$ cat config.mk
export PLATFORM = sky130hd
export DESIGN_NAME = mgrk_ctrl
export DESIGN_NICKNAME = d
export VERILOG_FILES = /design/src/design/mgrk_pkg.sv /design/src/design/mgrk_ctrl.sv
export VERILOG_INCLUDE_DIRS = /design/src /design/src/design
export SDC_FILE = /design/constraint.sdc
export NUM_CORES = 1
export LEC_CHECK = 0
export ABC_AREA = 1
export BUFFER_PORTS_ARGS = -buffer_cell sky130_fd_sc_hd__buf_2
export CAP_MARGIN = 10
export CELL_PAD_IN_SITES_DETAIL_PLACEMENT = 0
export CELL_PAD_IN_SITES_GLOBAL_PLACEMENT = 1
export CORE_AREA = 5 5 55 57
export DETAILED_ROUTE_END_ITERATION = 6
export DIE_AREA = 0 0 60 62
export PLACE_DENSITY = 0.83
export SKIP_CTS_REPAIR_TIMING = 1
export SYNTH_ARGS = -nofsm -noshare
export SYNTH_HDL_FRONTEND = slang
export SYNTH_SLANG_ARGS = --single-unit
$ cat constraint.sdc
create_clock -name clk -period 2.7 [get_ports clk]
set_input_delay 0.27 -clock clk [delete_from_list [all_inputs] [get_ports clk]]
set_output_delay 0.27 -clock clk [all_outputs]
set_load 0.005 [all_outputs]
$ cat src/design/mackey_glass_rk4_generator_core_assert.svh
// ---------------------------------------------------------------------------
// Assertion macros for the Mackey-Glass RK4 generator
// Shared concurrent assertion forms, clocked on clk; MGRK_ASSERT is quiet during rst.
// ---------------------------------------------------------------------------
`ifndef MACKEY_GLASS_RK4_GENERATOR_CORE_ASSERT_SVH
`define MACKEY_GLASS_RK4_GENERATOR_CORE_ASSERT_SVH

// Checked property under reset gating
`define MGRK_ASSERT(name, prop, msg) \
  name: assert property (@(posedge clk) disable iff (rst) prop) else $error(msg);

// Checked property that also holds through reset
`define MGRK_ASSERT_ALWAYS(name, prop, msg) \
  name: assert property (@(posedge clk) prop) else $error(msg);

`endif

$ cat src/design/mgrk_pkg.sv
// ---------------------------------------------------------------------------
// mgrk_pkg
// Types, constants and helpers shared by the generator controller,
// datapath and top level.
// ---------------------------------------------------------------------------
package mgrk_pkg;

  localparam int HISTORY_DEPTH = 256;
  localparam int RING_AW       = 8;
  localparam int LEN_W         = 9;
  localparam int FRAC_BITS     = 28;
  localparam int NUM_UOPS      = 19;
  localparam int UIDX_W        = 5;

  localparam logic [LEN_W-1:0] DEPTH_LEN = 9'd256;
  localparam logic [63:0] ONE_Q    = 64'd1 << FRAC_BITS;
  localparam logic [63:0] POW_CAP  = 64'd1 << 62;
  localparam logic [63:0] VMAX     = 64'h0000_0000_7FFF_FFFF;
  localparam logic [63:0] VMIN_MAG = 64'h0000_0000_8000_0000;
  localparam logic [31:0] HALF_Q   = 32'd1 << (FRAC_BITS - 1);
  localparam logic signed [35:0] SAT_HI = 36'sd2147483647;
  localparam logic signed [35:0] SAT_LO = -36'sd2147483648;

  // configuration register indexes
  typedef enum logic [2:0] {
    REG_COEF_A    = 3'd0,
    REG_COEF_B    = 3'd1,
    REG_STEP_SIZE = 3'd2,
    REG_INITIAL   = 3'd3,
    REG_DELAY     = 3'd4
  } reg_idx_t;

  localparam logic [30:0] COEF_A_RST    = 31'd53687091;
  localparam logic [30:0] COEF_B_RST    = 31'd26843546;
  localparam logic [30:0] STEP_RST      = 31'd26843546;
  localparam logic [31:0] INITIAL_RST   = 32'd322122547;
  localparam logic [8:0]  DELAY_RST     = 9'd170;

  typedef struct packed {
    logic [30:0]        coef_a;
    logic [30:0]        coef_b;
    logic [30:0]        step_size;
    logic signed [31:0] initial_value;
    logic [8:0]         delay_length;
  } cfg_t;

  typedef enum logic [3:0] {
    U_P2, U_P4, U_P8, U_P10, U_HILL, U_AFD,
    U_BX, U_HK1, U_HK2, U_HALF, U_FULL, U_FIN
  } uop_t;

  typedef enum logic [2:0] {
    S_IDLE, S_PREP, S_READ, S_LOAD, S_RUN, S_WAIT, S_COMMIT
  } state_t;

  typedef struct packed {
    logic accept;
    logic prep;
    logic rd;
    logic dload;
    logic go;
    logic commit;
    uop_t op;
  } cmd_t;

  typedef struct packed {
    logic mul_done;
    logic div_done;
    logic out_free;
  } stat_t;

  // micro-op program for one RK4 step
  function automatic uop_t uop_at(input logic [UIDX_W-1:0] idx);
    uop_t u;
    case (idx)
      5'd0:  u = U_P2;
      5'd1:  u = U_P4;
      5'd2:  u = U_P8;
      5'd3:  u = U_P10;
      5'd4:  u = U_HILL;
      5'd5:  u = U_AFD;
      5'd6:  u = U_BX;
      5'd7:  u = U_HK1;
      5'd8:  u = U_HALF;
      5'd9:  u = U_BX;
      5'd10: u = U_HK2;
      5'd11: u = U_HALF;
      5'd12: u = U_BX;
      5'd13: u = U_HK2;
      5'd14: u = U_FULL;
      5'd15: u = U_BX;
      5'd16: u = U_HK1;
      5'd17: u = U_FIN;
      default: u = U_FIN;
    endcase
    return u;
  endfunction

  function automatic logic uop_is_div(input uop_t u);
    return (u == U_HILL) || (u == U_FIN);
  endfunction

  function automatic logic uop_is_alu(input uop_t u);
    return u == U_FULL;
  endfunction

  function automatic logic signed [35:0] sx36(input logic signed [31:0] v);
    return {{4{v[31]}}, v};
  endfunction

  function automatic logic signed [31:0] sat32(input logic signed [35:0] v);
    logic signed [31:0] r;
    if (v > SAT_HI) r = 32'sh7FFF_FFFF;
    else if (v < SAT_LO) r = 32'sh8000_0000;
    else r = v[31:0];
    return r;
  endfunction

  function automatic logic [31:0] mag32(input logic signed [31:0] v);
    return v[31] ? 32'(-v) : 32'(v);
  endfunction

endpackage

$ cat src/design/mgrk_ctrl.sv
// ---------------------------------------------------------------------------
// mgrk_ctrl
// Sequencer: takes a transfer, walks the RK4 micro-op program and hands
// the result to the output register.
// ---------------------------------------------------------------------------
`include "mackey_glass_rk4_generator_core_assert.svh"

module mgrk_ctrl (
  input  logic            clk,
  input  logic            rst,
  input  logic            in_valid,
  output logic            in_stall,
  input  mgrk_pkg::stat_t stat,
  output mgrk_pkg::cmd_t  cmd
);

  mgrk_pkg::state_t state, state_next;
  logic [mgrk_pkg::UIDX_W-1:0] idx, idx_next;
  logic last;

  always_ff @(posedge clk) begin
    if (rst) begin
      state <= mgrk_pkg::S_IDLE;
      idx   <= '0;
    end else begin
      state <= state_next;
      idx   <= idx_next;
    end
  end

  assign last = (idx == mgrk_pkg::UIDX_W'(mgrk_pkg::NUM_UOPS - 2));

  always_comb begin
    state_next = state;
    idx_next   = idx;
    cmd        = '0;
    cmd.op     = mgrk_pkg::uop_at(idx);
    in_stall   = 1'b1;
    unique case (state)
      mgrk_pkg::S_IDLE: begin
        in_stall = 1'b0;
        if (in_valid) begin
          cmd.accept = 1'b1;
          state_next = mgrk_pkg::S_PREP;
        end
      end
      mgrk_pkg::S_PREP: begin
        cmd.prep   = 1'b1;
        state_next = mgrk_pkg::S_READ;
      end
      mgrk_pkg::S_READ: begin
        cmd.rd     = 1'b1;
        state_next = mgrk_pkg::S_LOAD;
      end
      mgrk_pkg::S_LOAD: begin
        cmd.dload  = 1'b1;
        idx_next   = '0;
        state_next = mgrk_pkg::S_RUN;
      end
      mgrk_pkg::S_RUN: begin
        cmd.go = 1'b1;
        if (mgrk_pkg::uop_is_alu(cmd.op)) begin
          idx_next   = idx + 1'b1;
          state_next = last ? mgrk_pkg::S_COMMIT : mgrk_pkg::S_RUN;
        end else begin
          state_next = mgrk_pkg::S_WAIT;
        end
      end
      mgrk_pkg::S_WAIT: begin
        if (mgrk_pkg::uop_is_div(cmd.op) ? stat.div_done : stat.mul_done) begin
          idx_next   = idx + 1'b1;
          state_next = last ? mgrk_pkg::S_COMMIT : mgrk_pkg::S_RUN;
        end
      end
      mgrk_pkg::S_COMMIT: begin
        if (stat.out_free) begin
          cmd.commit = 1'b1;
          state_next = mgrk_pkg::S_IDLE;
        end
      end
      default: state_next = mgrk_pkg::S_IDLE;
    endcase
  end

  `MGRK_ASSERT(a_mul_done_in_wait, stat.mul_done |-> state == mgrk_pkg::S_WAIT, "mul done outside wait")
  `MGRK_ASSERT(a_div_done_in_wait, stat.div_done |-> state == mgrk_pkg::S_WAIT, "div done outside wait")
  `MGRK_ASSERT(a_accept_to_prep, cmd.accept |=> state == mgrk_pkg::S_PREP, "accept did not start step")

endmodule

## Word-level counts from Yosys, hierarchy flattened

Memory sizes are Yosys's and may differ from the RTL's. A register that Yosys moved wholly into a read port is not among the register bits.
Index checks and enable logic that the tools add are counted.

| storage, ports and cells | value |
|---|---|
| bits in registers | 8 |
| ROM bits | 128 |
| input bits | 6 |
| output and inout bits | 11 |
| memories | 1 |

Memory list:

| name | words | bits a word | rd ports | clocked after Yosys merged registers in | write ports | line | text |
|---|---|---|---|---|---|---|---|
| (no name shown) | 32 | 4 | 1 | 1 | 0 | mgrk_pkg.sv:75 | `case (idx)` |

| cells by class | value |
|---|---|
| $add $sub $neg | 1 |
| equality and inequality tests | 14 |
| muxes and demuxes | 21 |
| reductions and logical operators | 5 |

Operators by type and width:

| operator | count |
|---|---|
| 3-bit case mux with 7 select lines | 1 |
| 5-bit two-way mux | 4 |
| 5-bit case mux with 3 select lines | 1 |
| 1-bit two-way mux | 10 |
| 3-bit equality test (second input constant) | 3 |
| 3-bit two-way mux | 3 |
| 4-bit equality test (second input constant) | 2 |
| 2-bit inequality test (second input constant) | 4 |
| 3-bit by 2-bit equality test with 1-bit output (second input constant) | 2 |
| 3-bit AND reduction | 2 |
| 5-bit by 1-bit adder with 5-bit output (second input constant) | 1 |
| 5-bit equality test (second input constant) | 1 |
| 4-bit by 3-bit equality test with 1-bit output (second input constant) | 1 |
| 2-bit two-way mux | 2 |
| 3-bit by 1-bit equality test with 1-bit output (second input constant) | 1 |
| 3-bit zero test | 1 |
| 3-bit nonzero test | 1 |
| 1-bit logical OR | 1 |

## Depth between registers and ports, before layout

Gate-level depths: netlist of run 1.

| depth | value |
|---|---|
| depth in word-level cells | 7 |
| mapped depth | 16 |
| depth with buffers taken out | 16 |

## Worst setup path before layout of run 1

OpenSTA, ideal clock, no wires.

| timing | value |
|---|---|
| kind | reg2reg |
| start | reg cmd[3] (netlist name) |
| end | reg cmd[2] (netlist name) |
| library setup time | 0.113 ns |
| data arrival time | 1.884 ns |
| setup slack | 0.703 ns |
| cell stages (with the launch flop) | 17 |
| path buffers | 0 |
| clock period less this slack | 1.997 ns |
| cells stage by stage | dfxtp_1 > inv_1 > nor2_1 > nand3b_1 > nand2_1 > nand2_2 > inv_4 > nand2_4 > or2_4 > a21oi_4 > inv_1 > ha_1 > nand4_1 > nand2_1 > nand2_1 > nand2_1 > nand2_1 |

| on the way | value |
|---|---|
| cells in the longest elaborated chain, start to end | 7 |
| elaborated cells on any way between the ends | 10 |

Ends and longest elaborated chain:

| what | line | text |
|---|---|---|
| 4-bit by 3-bit equality test with 1-bit output or 4-bit equality test (tied branches) | mgrk_pkg.sv:100 | `return (u == U_HILL) \|\| (u == U_FIN);` |
| 1-bit logical OR | mgrk_pkg.sv:100 |  |
| 1-bit two-way mux | mgrk_ctrl.sv:70 | `if (mgrk_pkg::uop_is_div(cmd.op) ? stat.div_done : stat.mul_done) begin` |
| 2-bit inequality test (no source line) | -- |  |
| 3-bit AND reduction (no source line) * | -- |  |
| 5-bit two-way mux (no source line) * (2 in a row) | -- |  |

Every way passes the cells marked *; elsewhere a longest branch is shown, timed or not.
A chain may end at the register's enable or synchronous reset.

## Worst setup path after layout of run 1

| timing | value |
|---|---|
| start | reg state[2] |
| end | reg cmd[2] (netlist name) |

| on the way | value |
|---|---|
| cells in the longest elaborated chain, start to end | 5 |
| elaborated cells on any way between the ends | 10 |

Ends and longest elaborated chain:

| what | line | text |
|---|---|---|
| start: declaration | mgrk_ctrl.sv:17 | `mgrk_pkg::state_t state, state_next;` |
| start signal: assignment | mgrk_ctrl.sv:23 | `state <= mgrk_pkg::S_IDLE;` |
| start signal: assignment | mgrk_ctrl.sv:26 | `state <= state_next;` |
| 3-bit equality test or 3-bit by 2-bit equality test with 1-bit output (tied branches) | mgrk_ctrl.sv:39 | `unique case (state)` |
| 2-bit inequality test (no source line) or 3-bit nonzero test (tied branches) | -- |  |
| 3-bit AND reduction (no source line) | -- |  |
| 5-bit two-way mux (no source line) * (2 in a row) | -- |  |

Marks and branches as above.

==> results of run 1 <==
[layout by cell type, fill, tap and decap left out, drive strengths merged]
master / n
nand2: 31
or2: 2
a211oi: 1
ha: 5
nand3: 19
inv: 29
a21oi: 7
nor2: 15
clkbuf: 3
o211ai: 2
dfxtp: 12
buf: 16
nand3b: 2
and2: 1
xor2: 1
nand4: 4
o21ai: 2
nor3: 2
[synthesized netlist by cell type, drive strengths merged]
library cell / number / share of area (%)
nand3b: 2 / 1.6
nand4: 4 / 2.7
o211ai: 2 / 1.6
nand2: 31 / 15
and2: 1 / 0.69
inv: 29 / 12
xor2: 1 / 0.96
a211oi: 1 / 0.82
ha: 5 / 6.9
a21oi: 7 / 5.1
or2: 2 / 1.6
o21ai: 2 / 1.1
nor2: 15 / 7.0
nand3: 19 / 15
dfxtp: 12 / 26
nor3: 2 / 1.1
[area by class of cell]
class	count	area (sq um)	share of cell area [%]
Clock buffer	3	22.52	2.143
Inverter	29	111.4	10.60
Multi-Input combinational cell	94	559.3	53.21
Sequential cell	12	240.2	22.86
Tap cell	30	37.54	3.571
Timing Repair Buffer	16	80.08	7.619
[routing by layer]
| layer | wire length (microns) | vias up |
|---|---|---|
| met4 | 19 | 0 |
| met3 | 96 | 3 |
| met1 | 928 | 378 |
| met5 | 0 | - |
| met2 | 911 | 15 |
| li1 | - | 468 |
[through the flow]
stage	worst slack (ps)	power [mW]	hold WS [ps]	utilization [%]
2_1_floorplan	702.9	0.9344	495.7	-
3_3_place_gp	564.2	1.109	610.0	42.28
3_5_place_dp	495.3	1.121	606.6	42.28
4_1_cts	481.6	1.232	355.1	43.21
5_1_grt	214.2	1.373	374.6	43.21
6_report	468.6	1.223	356.0	43.21
[sequential cells by signal, indices dropped and copies added (netlist names)]
register  flops
cmd           4
idx           5
state         3
[worst paths after layout]
| kind | from | slack (ps) | depth (start not counted) | endpoint |
|---|---|---|---|---|
| hold / removal | rst | 360 | 4 | idx[0] |
| setup reg to reg | state[2] | 470 | 14 | cmd[2] |
| setup / recovery | state[2] | 470 | 14 | cmd[2] |
| hold reg to reg | idx[0] | 620 | 2 | idx[0] |
[cells by family after synthesis]
group,after synthesis
simple gates,76
buf+inv,29
compound gates,12
flops,12
fa+ha+maj,5
xor+xnor,1
[critical path: cells and delay by family (launching register included)]
kind                       cells  cell delay [ps]
DFF                            1              480
AOI/OAI and AO/OA              1              160
and+or+nand+nor               10             1030
buffers and inverters          2              130
adders and majority gates      1              320
[power groups by stage]
stage          logic [mW]  clock network, mW  registers [mW]
3_3_place_gp        0.770                  0           0.339
5_1_grt             0.899              0.122           0.353
6_report            0.776              0.108           0.340
2_1_floorplan       0.609                  0           0.325
3_5_place_dp        0.780                  0           0.341
4_1_cts             0.784              0.111           0.337
==> results.toml, run 1 <==
[pwr]
cellLeakagePower_nw = 0.5807
p_seq_share_pct = 27.8
p_sw_uw = 613.2
peakVddDrop_v = 0.0006095
power_density_mw_per_mm2 = 1164
p_int_uw = 610.0
clockPowerShare_pct = 8.8
swShare_pct = 50.13
p_comb_share_pct = 63.4

[grt]
grt_pass1_vias = 813
met1_usage_pct = 14.41
use_met2_pct = 21.30
grt_max_degree = 9
track_usage_pct = 11.97
grt_pass1_wl_mm = 3.374
grt-ovfl-total = 0
met3_usage_pct = 3.099
top_usage_layer = "met2"
grt_antenna_before_repair = 0

[sta]
slew_headroom_pct = 79.67
skew_ps = 7.156
worst_slew_pin_slew_ps = 304.6
period_share_pct = 82.64
timing.fmax_mhz = 448.2
rsz0062_at_grt = "no"
setup_viol = 0
finalHoldViolations = 0
fin_crit_ps = 2231
fin_setup_tns_ps = 0
drv_slew = 0

[synth]
synth_xor_area_share_pct = 0.9615
synth.yosys.seq_area_share_pct = 26.37
synth-seq-cells = 12
synth_mux_area_share_pct = 0
synth_fp_nets = 146
syn_area_sq_um = 910.9
synth_top_family_by_area = "simple AND/OR/NAND/NOR gates"
synth_cell_types = 25
synthAdderAreaFrac_pct = 6.868
syn-mean-instance-area_sq_um = 6.747
synth_cells = 135
ys_warn_count = 0
synthSimpleGateAreaFrac_pct = 44.92
synth-compound-area-share_pct = 8.654

[cells_and_area]
fin_area_sq_mm = 0.001051
diodes = 0
nFillCells = 258
instances_no_fill = 184
drive_gt1_share_pct = 23.38
final_nets = 167
area_growth_syn_to_layout_pct = 15.38

[worst_setup_path]
required_ps = 2860
critPathMaxStageDelay_ps = 480
critPathMaxFanout = 7
cp.arrival_ps = 2400
path_class = "flip-flop to flip-flop"
crit_slowest_cell = "dfxtp_1"
cp-start-kind = "flip-flop"
cp-end-kind = "flip-flop"
crit_top_cell = "nand2_1"
crit_path_cell_trace = "nand3_2 > nand3_2 > nand2_2 > inv_4 > nand2_4 > or2_4 > a21oi_4 > inv_1 > ha_1 > nand4_1 > nand2_1 > nand2_1 > nand2_1 > nand2_1"

[place]
io_buffers = 16
gp_congestion = 0.7962
dp_cells = 181
hpwl_mm = 1.652
post_dp_cell_area_sq_mm = 0.001028

[min_path]
hold_class = "primary input to flip-flop"

[floorplan]
coreArea_sq_mm = 0.002432
initial_core_util_pct = 37.45
die_height_microns = 62
io_pins = 17
rows = 18
die_area_sq_mm = 0.003720
fp.dieW_microns = 60

[cts]
cts_made_buffers = 3
clock_path_buffers = 2
clk_pin_slew_ps = 70
clkSinkCount = 12
cts-root-buf = "clkbuf_4"
cts_tree = "built"
h-tree-depth = 1
clk_latency_ps = 270

[status]
status = "finished, final reports clean"

[route]
avgViaCountPerCell = 4.696
drc_errors = 0
ant_nets = 0
drt_iter0_drc = 29
wl_per_cell_microns = 10.63
drt_first_pass_iters = 4
routed-via-count = 864
drt-total-wl_mm = 1.955

[flow_run]
drv_cap = 0
Note: power is estimated with default switching activity, not from simulation.
==> run 2, diff against run 1 <==
--- a/config.mk
+++ b/config.mk
@@ -11,10 +11,10 @@
 export CAP_MARGIN = 10
 export CELL_PAD_IN_SITES_DETAIL_PLACEMENT = 0
 export CELL_PAD_IN_SITES_GLOBAL_PLACEMENT = 1
-export CORE_AREA = 5 5 55 57
+export CORE_AREA = 5 5 58 60
 export DETAILED_ROUTE_END_ITERATION = 6
-export DIE_AREA = 0 0 60 62
-export PLACE_DENSITY = 0.83
+export DIE_AREA = 0 0 63 65
+export PLACE_DENSITY = 0.79
 export SKIP_CTS_REPAIR_TIMING = 1
 export SYNTH_ARGS = -nofsm -noshare
 export SYNTH_HDL_FRONTEND = slang
==> constraint.sdc (replaced) <==
create_clock -name clk -period 2 [get_ports clk]
set_input_delay 0.2 -clock clk [delete_from_list [all_inputs] [get_ports clk]]
set_output_delay 0.2 -clock clk [all_outputs]
set_load 0.005 [all_outputs]
==> run 2 against run 1 <==
Net effect: register-to-register slack lost 440 ps; sequential power rose by 42%; utilization shrank 0.079 points; non-clock buffer count grew 15.
==> results.toml, run 2 (synthesis results as in run 1) <==
[route]
avgViaCountPerCell = 4.626
drc_errors = 0
wl_per_cell_microns = 10.64
drt_first_pass_iters = 4
drt_iter0_drc = 28
ant_nets = 0
routed-via-count = 939
drt-total-wl_mm = 2.160

[grt]
grt_pass1_vias = 907
grt_max_degree = 9
grt-ovfl-total = 0
grt_antenna_before_repair = 0
grt_pass1_wl_mm = 3.781
track_usage_pct = 11.12

[worst_setup_path]
r2r_setup_slack_ps = 30
cp.arrival_ps = 2140
rr_endpoint = "cmd[2]"
ff2ff_path_depth = 17
critPathMaxFanout = 5
crit_start = "state[0]"
cp-end-kind = "flip-flop"
path_class = "flip-flop to flip-flop"
cp-start-kind = "flip-flop"
timing.rr.start = "state[0]"
required_ps = 2170

[cells_and_area]
mostFrequentLayoutCells = "25 x nand2_1, 23 x inv_1, 16 x buf_2, 14 x buf_4, 12 x nor2_1"
drive_gt1_share_pct = 40.59
largest_reg_flops = 5
area_growth_syn_to_layout_pct = 36.26
final_nets = 182
nFillCells = 295
final_common_cell = "nand2_1"
regMostFlops = "idx"
multi_input_area_sq_um = 599.3
instances_no_fill = 203
diodes = 0
regArea_sq_um = 256.5
final_util_pct = 43.13

[pwr]
swShare_pct = 46.39
p_comb_share_pct = 65.9
peakVddDrop_v = 0.001055
p_seq_share_pct = 24.2
p_int_mw = 1.073
p_sw_uw = 929.1
cellLeakagePower_nw = 0.6707
clockPowerShare_pct = 9.9
power_density_mw_per_mm2 = 1613

[min_path]
hold-path-endpoint = "state[2]"
hold_path_depth = 5
hold_class = "primary input to flip-flop"
min-delay-start = "in_valid"

[floorplan]
coreArea_sq_mm = 0.002878
io_pins = 17
rows = 20
initial_core_util_pct = 31.65
die_height_microns = 65
die_area_sq_mm = 0.004095
fp.dieW_microns = 63

[status]
status = "finished, final reports clean"

[sta]
rsz0062_at_grt = "yes"
skew_ps = 10.94
fin_crit_ps = 1971
slew_headroom_pct = 78.70
drv_slew = 0
setup_viol = 0
fin_setup_tns_ps = 0
finalHoldViolations = 0
period_share_pct = 98.55
worst_slew_pin_slew_ps = 319.2
timing.fmax_mhz = 507.3

[place]
gp_congestion = 0.7736
dp_cells = 197
hpwl_mm = 1.791
io_buffers = 16

[cts]
cts_tree = "built"
cts-root-buf = "clkbuf_4"
cts_made_buffers = 3
h-tree-depth = 1
clkSinkCount = 12
clk_latency_ps = 280
clock_path_buffers = 2
clk_pin_slew_ps = 90

[flow_run]
drv_cap = 0
## run 2: cell types whose count changed in the layout (fill, tap and decap cells not counted), moves of 3 or more
cell     change
inv_2        +4
buf_4       +14
dfxtp_4      +3
dfxtp_2      +4
dfxtp_1      -7
inv_1        -4
## run 2: area by class of cell
| cell class | count | share of cell area (%) |
|---|---|---|
| clock buffer | 4 | 2.923 |
| multi-input combinational | 94 | 48.29 |
| timing repair buffer | 31 | 15.83 |
| inverter | 29 | 8.972 |
| sequential | 12 | 20.67 |
| tap | 33 | 3.327 |
## run 2: how the worst max path moves through the flow
| stage | slack, ps | cells past startpoint | to |
|---|---|---|---|
| final | 30 | 17 | cmd[2] |
| after global placement | -10 | 16 | cmd[2] |
| after detailed placement | -50 | 16 | cmd[2] |
| after global routing | -100 | 17 | cmd[2] |
| after CTS | -70 | 16 | cmd[2] |
| after floorplan | 3 | 16 | cmd[2] |
## run 2: power groups by stage
stage                     Sequential (mW)  Combinational [mW]  Clock [mW]
after floorplan                     0.439               0.822           0
after global placement              0.449                1.20           0
after detailed placement            0.454                1.22           0
after CTS                           0.448                1.23       0.198
after global routing                0.501                1.50       0.208
final                               0.484                1.32       0.198
## run 2: per-stage QoR
stage / power, mW / hold WS [ps] / instance area (sq um) / setup WS, ps
2_1_floorplan: 1.261 / 425.7 / 910.9 / 2.855
3_3_place_gp: 1.649 / 566.4 / 1130 / -11.31
3_5_place_dp: 1.678 / 561.7 / 1130 / -48.61
4_1_cts: 1.878 / 283.3 / 1166 / -69.77
5_1_grt: 2.210 / 323.8 / 1241 / -101.8
6_report: 2.003 / 278.5 / 1241 / 28.94
## run 2: critical path, stage by stage, from the launching register on
cell and delay [ps]:
dfxtp_4 370, nor2_4 120, nand2_2 80, inv_2 60, nand2_1 60, nand2_2 80
inv_4 40, nand2_4 70, buf_4 130, inv_1 50, nand2_1 70, nand3_2 120
ha_4 310, nand4_1 90, nand2_1 70, nand2_1 50, nand2_1 50, nand2_1 40
## run 2: metal layers
| metal | global-route usage, % | vias up | wire (microns) |
|---|---|---|---|
| li1 | - | 501 | - |
| met5 | 0 | - | 0 |
| met4 | 1.592 | 0 | 14 |
| met2 | 20.51 | 19 | 1086 |
| met1 | 13.00 | 415 | 958 |
| met3 | 2.946 | 4 | 100 |
==> run 3, diff against run 2 <==
--- a/config.mk
+++ b/config.mk
@@ -6,14 +6,14 @@
 export SDC_FILE = /design/constraint.sdc
 export NUM_CORES = 1
 export LEC_CHECK = 0
-export ABC_AREA = 1
+export ABC_AREA = 0
 export BUFFER_PORTS_ARGS = -buffer_cell sky130_fd_sc_hd__buf_2
-export CAP_MARGIN = 10
+export CAP_MARGIN = 0
 export CELL_PAD_IN_SITES_DETAIL_PLACEMENT = 0
 export CELL_PAD_IN_SITES_GLOBAL_PLACEMENT = 1
-export CORE_AREA = 5 5 58 60
+export CORE_AREA = 5 5 60 62
 export DETAILED_ROUTE_END_ITERATION = 6
-export DIE_AREA = 0 0 63 65
+export DIE_AREA = 0 0 65 67
 export PLACE_DENSITY = 0.79
 export SKIP_CTS_REPAIR_TIMING = 1
 export SYNTH_ARGS = -nofsm -noshare
==> run 3 against run 2 <==
Net effect: the flow now finishes with violations (setup timing); worst hold slack worse by 70 ps; setup slack worse by 180 ps; highest routed layer unchanged; area after synthesis up 16%; synthesized cell count down 8.1%; die area up 6.3%.
==> results.toml, run 3 <==
[route]
wl_per_cell_microns = 14.03
drt-total-wl_mm = 2.652
drt_iter0_drc = 50
drc_errors = 0
ant_nets = 0
avgViaCountPerCell = 5.286
drt_first_pass_iters = 4
routed-via-count = 999

[synth]
synth.yosys.seq_area_share_pct = 22.72
yosys.area.top_type_share_pct = 22.72
ys.flop_type = "dfxtp_1"
synth-seq-cells = 12
syn_area_sq_mm = 0.001057
synth_fp_nets = 135
synth_cells = 124
syn-mean-instance-area_sq_um = 8.526
synth_common_cells = "12 x dfxtp_1, 11 x nor2_1, 10 x inv_1, 8 x nand2_1"
yosysMostFrequentCell = "dfxtp_1"
synth-async-reset-ratio_pct = 0
synth.area.top_cells = "dfxtp_1 23%, ha_1 5.9%, nor2_1 3.9%, inv_1 3.6%, a31oi_1 3.0%"
synth_edf_count = 0
yosysTopAreaCell = "dfxtp_1"
ys_warn_count = 0
synth_cell_types = 57

[floorplan]
fp.dieW_microns = 65
coreArea_sq_mm = 0.002978
initial_core_util_pct = 35.50
rows = 20
die_height_microns = 67
die_area_sq_mm = 0.004355
io_pins = 17

[cts]
clock_path_buffers = 2
clk_latency_ps = 280
h-tree-depth = 1
cts_made_buffers = 3
clk_pin_slew_ps = 80
cts-root-buf = "clkbuf_4"
cts_tree = "built"
clkSinkCount = 12

[grt]
grt-ovfl-total = 0
track_usage_pct = 12.70
grt_max_degree = 12
grt_pass1_wl_mm = 4.257
grt_pass1_vias = 960
grt_antenna_before_repair = 0

[cells_and_area]
regArea_sq_um = 246.5
regMostFlops = "idx"
diodes = 0
final_util_pct = 46.43
multi_input_area_sq_um = 783.3
instances_no_fill = 189
nFillCells = 293
final_nets = 168
mostFrequentLayoutCells = "21 x buf_4, 16 x buf_2, 11 x nor2_1, 9 x dfxtp_1"
largest_reg_flops = 5
drive_gt1_share_pct = 50.00
final_common_cell = "buf_4"
area_growth_syn_to_layout_pct = 30.77

[sta]
slew_headroom_pct = 67.53
finalHoldViolations = 0
fin_setup_tns_ps = -384.9
setup_viol = 4
fin_crit_ps = 2147
period_share_pct = 107.3
timing.fmax_mhz = 465.9
worst_slew_pin_slew_ps = 480.5
fin_hold_ws_ps = 208.6
setup_ws_ps = -146.6
skew_ps = 0.9578
drv_slew = 0
rsz0062_at_grt = "yes"

[worst_setup_path]
required_ps = 2170
path_class = "flip-flop to flip-flop"
r2r_setup_slack_ps = -150
cp.arrival_ps = 2320
cp-end-kind = "flip-flop"
critPathMaxFanout = 8
cp-start-kind = "flip-flop"

[status]
violations = "setup timing"
status = "finished, violations left"

[flow_run]
drv_cap = 0

[pwr]
p_int_uw = 461.0
p_sw_uw = 207.3
peakVddDrop_v = 0.0002829
swShare_pct = 31.01
cellLeakagePower_nw = 0.6191
power_density_mw_per_mm2 = 483.3
p_comb_share_pct = 30.2
p_seq_share_pct = 39.7
clockPowerShare_pct = 30.1

[min_path]
hold_class = "primary input to flip-flop"

[place]
dp_cells = 183
hpwl_mm = 2.040
gp_congestion = 0.7327
place_ws_ps = -169.8
io_buffers = 16
run 3: cell count changes in the layout (fill, tap and decap cells not counted), sizes merged, moves of 5 or more:
cell   change
a31oi      +5
nand2     -21
inv       -19
nand3     -15
buf        +6
run 3: worst paths after layout:
| path | from | end | cells past startpoint |
|---|---|---|---|
| min | rst | state[1] | 2 |
| max reg2reg | cmd[0] | cmd[1] | 11 |
| max | cmd[0] | cmd[1] | 11 |
| min reg2reg | idx[3] | cmd[0] | 1 |
run 3: worst max-delay path: stages, from the launching register on:
cell and delay (ps):
dfxtp_2 360, and3b_1 180, or3_4 400, nand4b_4 130
nand2_4 80, xor2_2 160, nand2_2 130, inv_2 60
ha_2 170, inv_1 50, mux2i_1 50, a211o_1 270
run 3: final cells by class:
type,instances,share of cell area [%]
Multi-Input combinational cell,93,56.65
Sequential cell,12,17.83
Timing Repair Buffer,37,17.19
Tap cell,33,2.986
Inverter,10,2.715
Clock buffer,4,2.624
run 3: kinds of logic (layout without fill, tap and decap cells):
family / Yosys count / in the layout / synth area share (%)
AO/OA/AOI/OAI: 30 / 30 / 22.60
XOR/XNOR: 1 / 1 / 0.8286
adder cells (fa/ha/maj): 5 / 5 / 5.917
buffers and inverters: 19 / 51 / 10.06
flip-flops: 12 / 12 / 22.72
multiplexers: 3 / 3 / 3.551
AND/OR/NAND/NOR: 54 / 54 / 34.32
run 3: power groups by stage:
stage	clock network, mW	registers, mW	logic, mW
global placement	0	0.271	0.179
floorplan	0	0.267	0.122
detailed placement	0	0.272	0.185
finish	0.201	0.265	0.202
CTS	0.210	0.266	0.186
global route	0.220	0.267	0.223
run 3: metrics by stage:
stage | power, mW | instance area [sq um]
2_1_floorplan | 0.3889 | 1076
3_3_place_gp | 0.4492 | 1271
4_1_cts | 0.6618 | 1308
6_report | 0.6683 | 1383
3_5_place_dp | 0.4567 | 1271
5_1_grt | 0.7098 | 1383
run 3: routing by layer:
layer  up-vias  routed length (microns)  global-route usage [%]
met5         -                        0                       0
met4         0                       19                   2.375
met3         4                      121                   3.879
met2        16                     1309                   22.61
met1       471                     1202                   15.02
li1        508                        -                       -
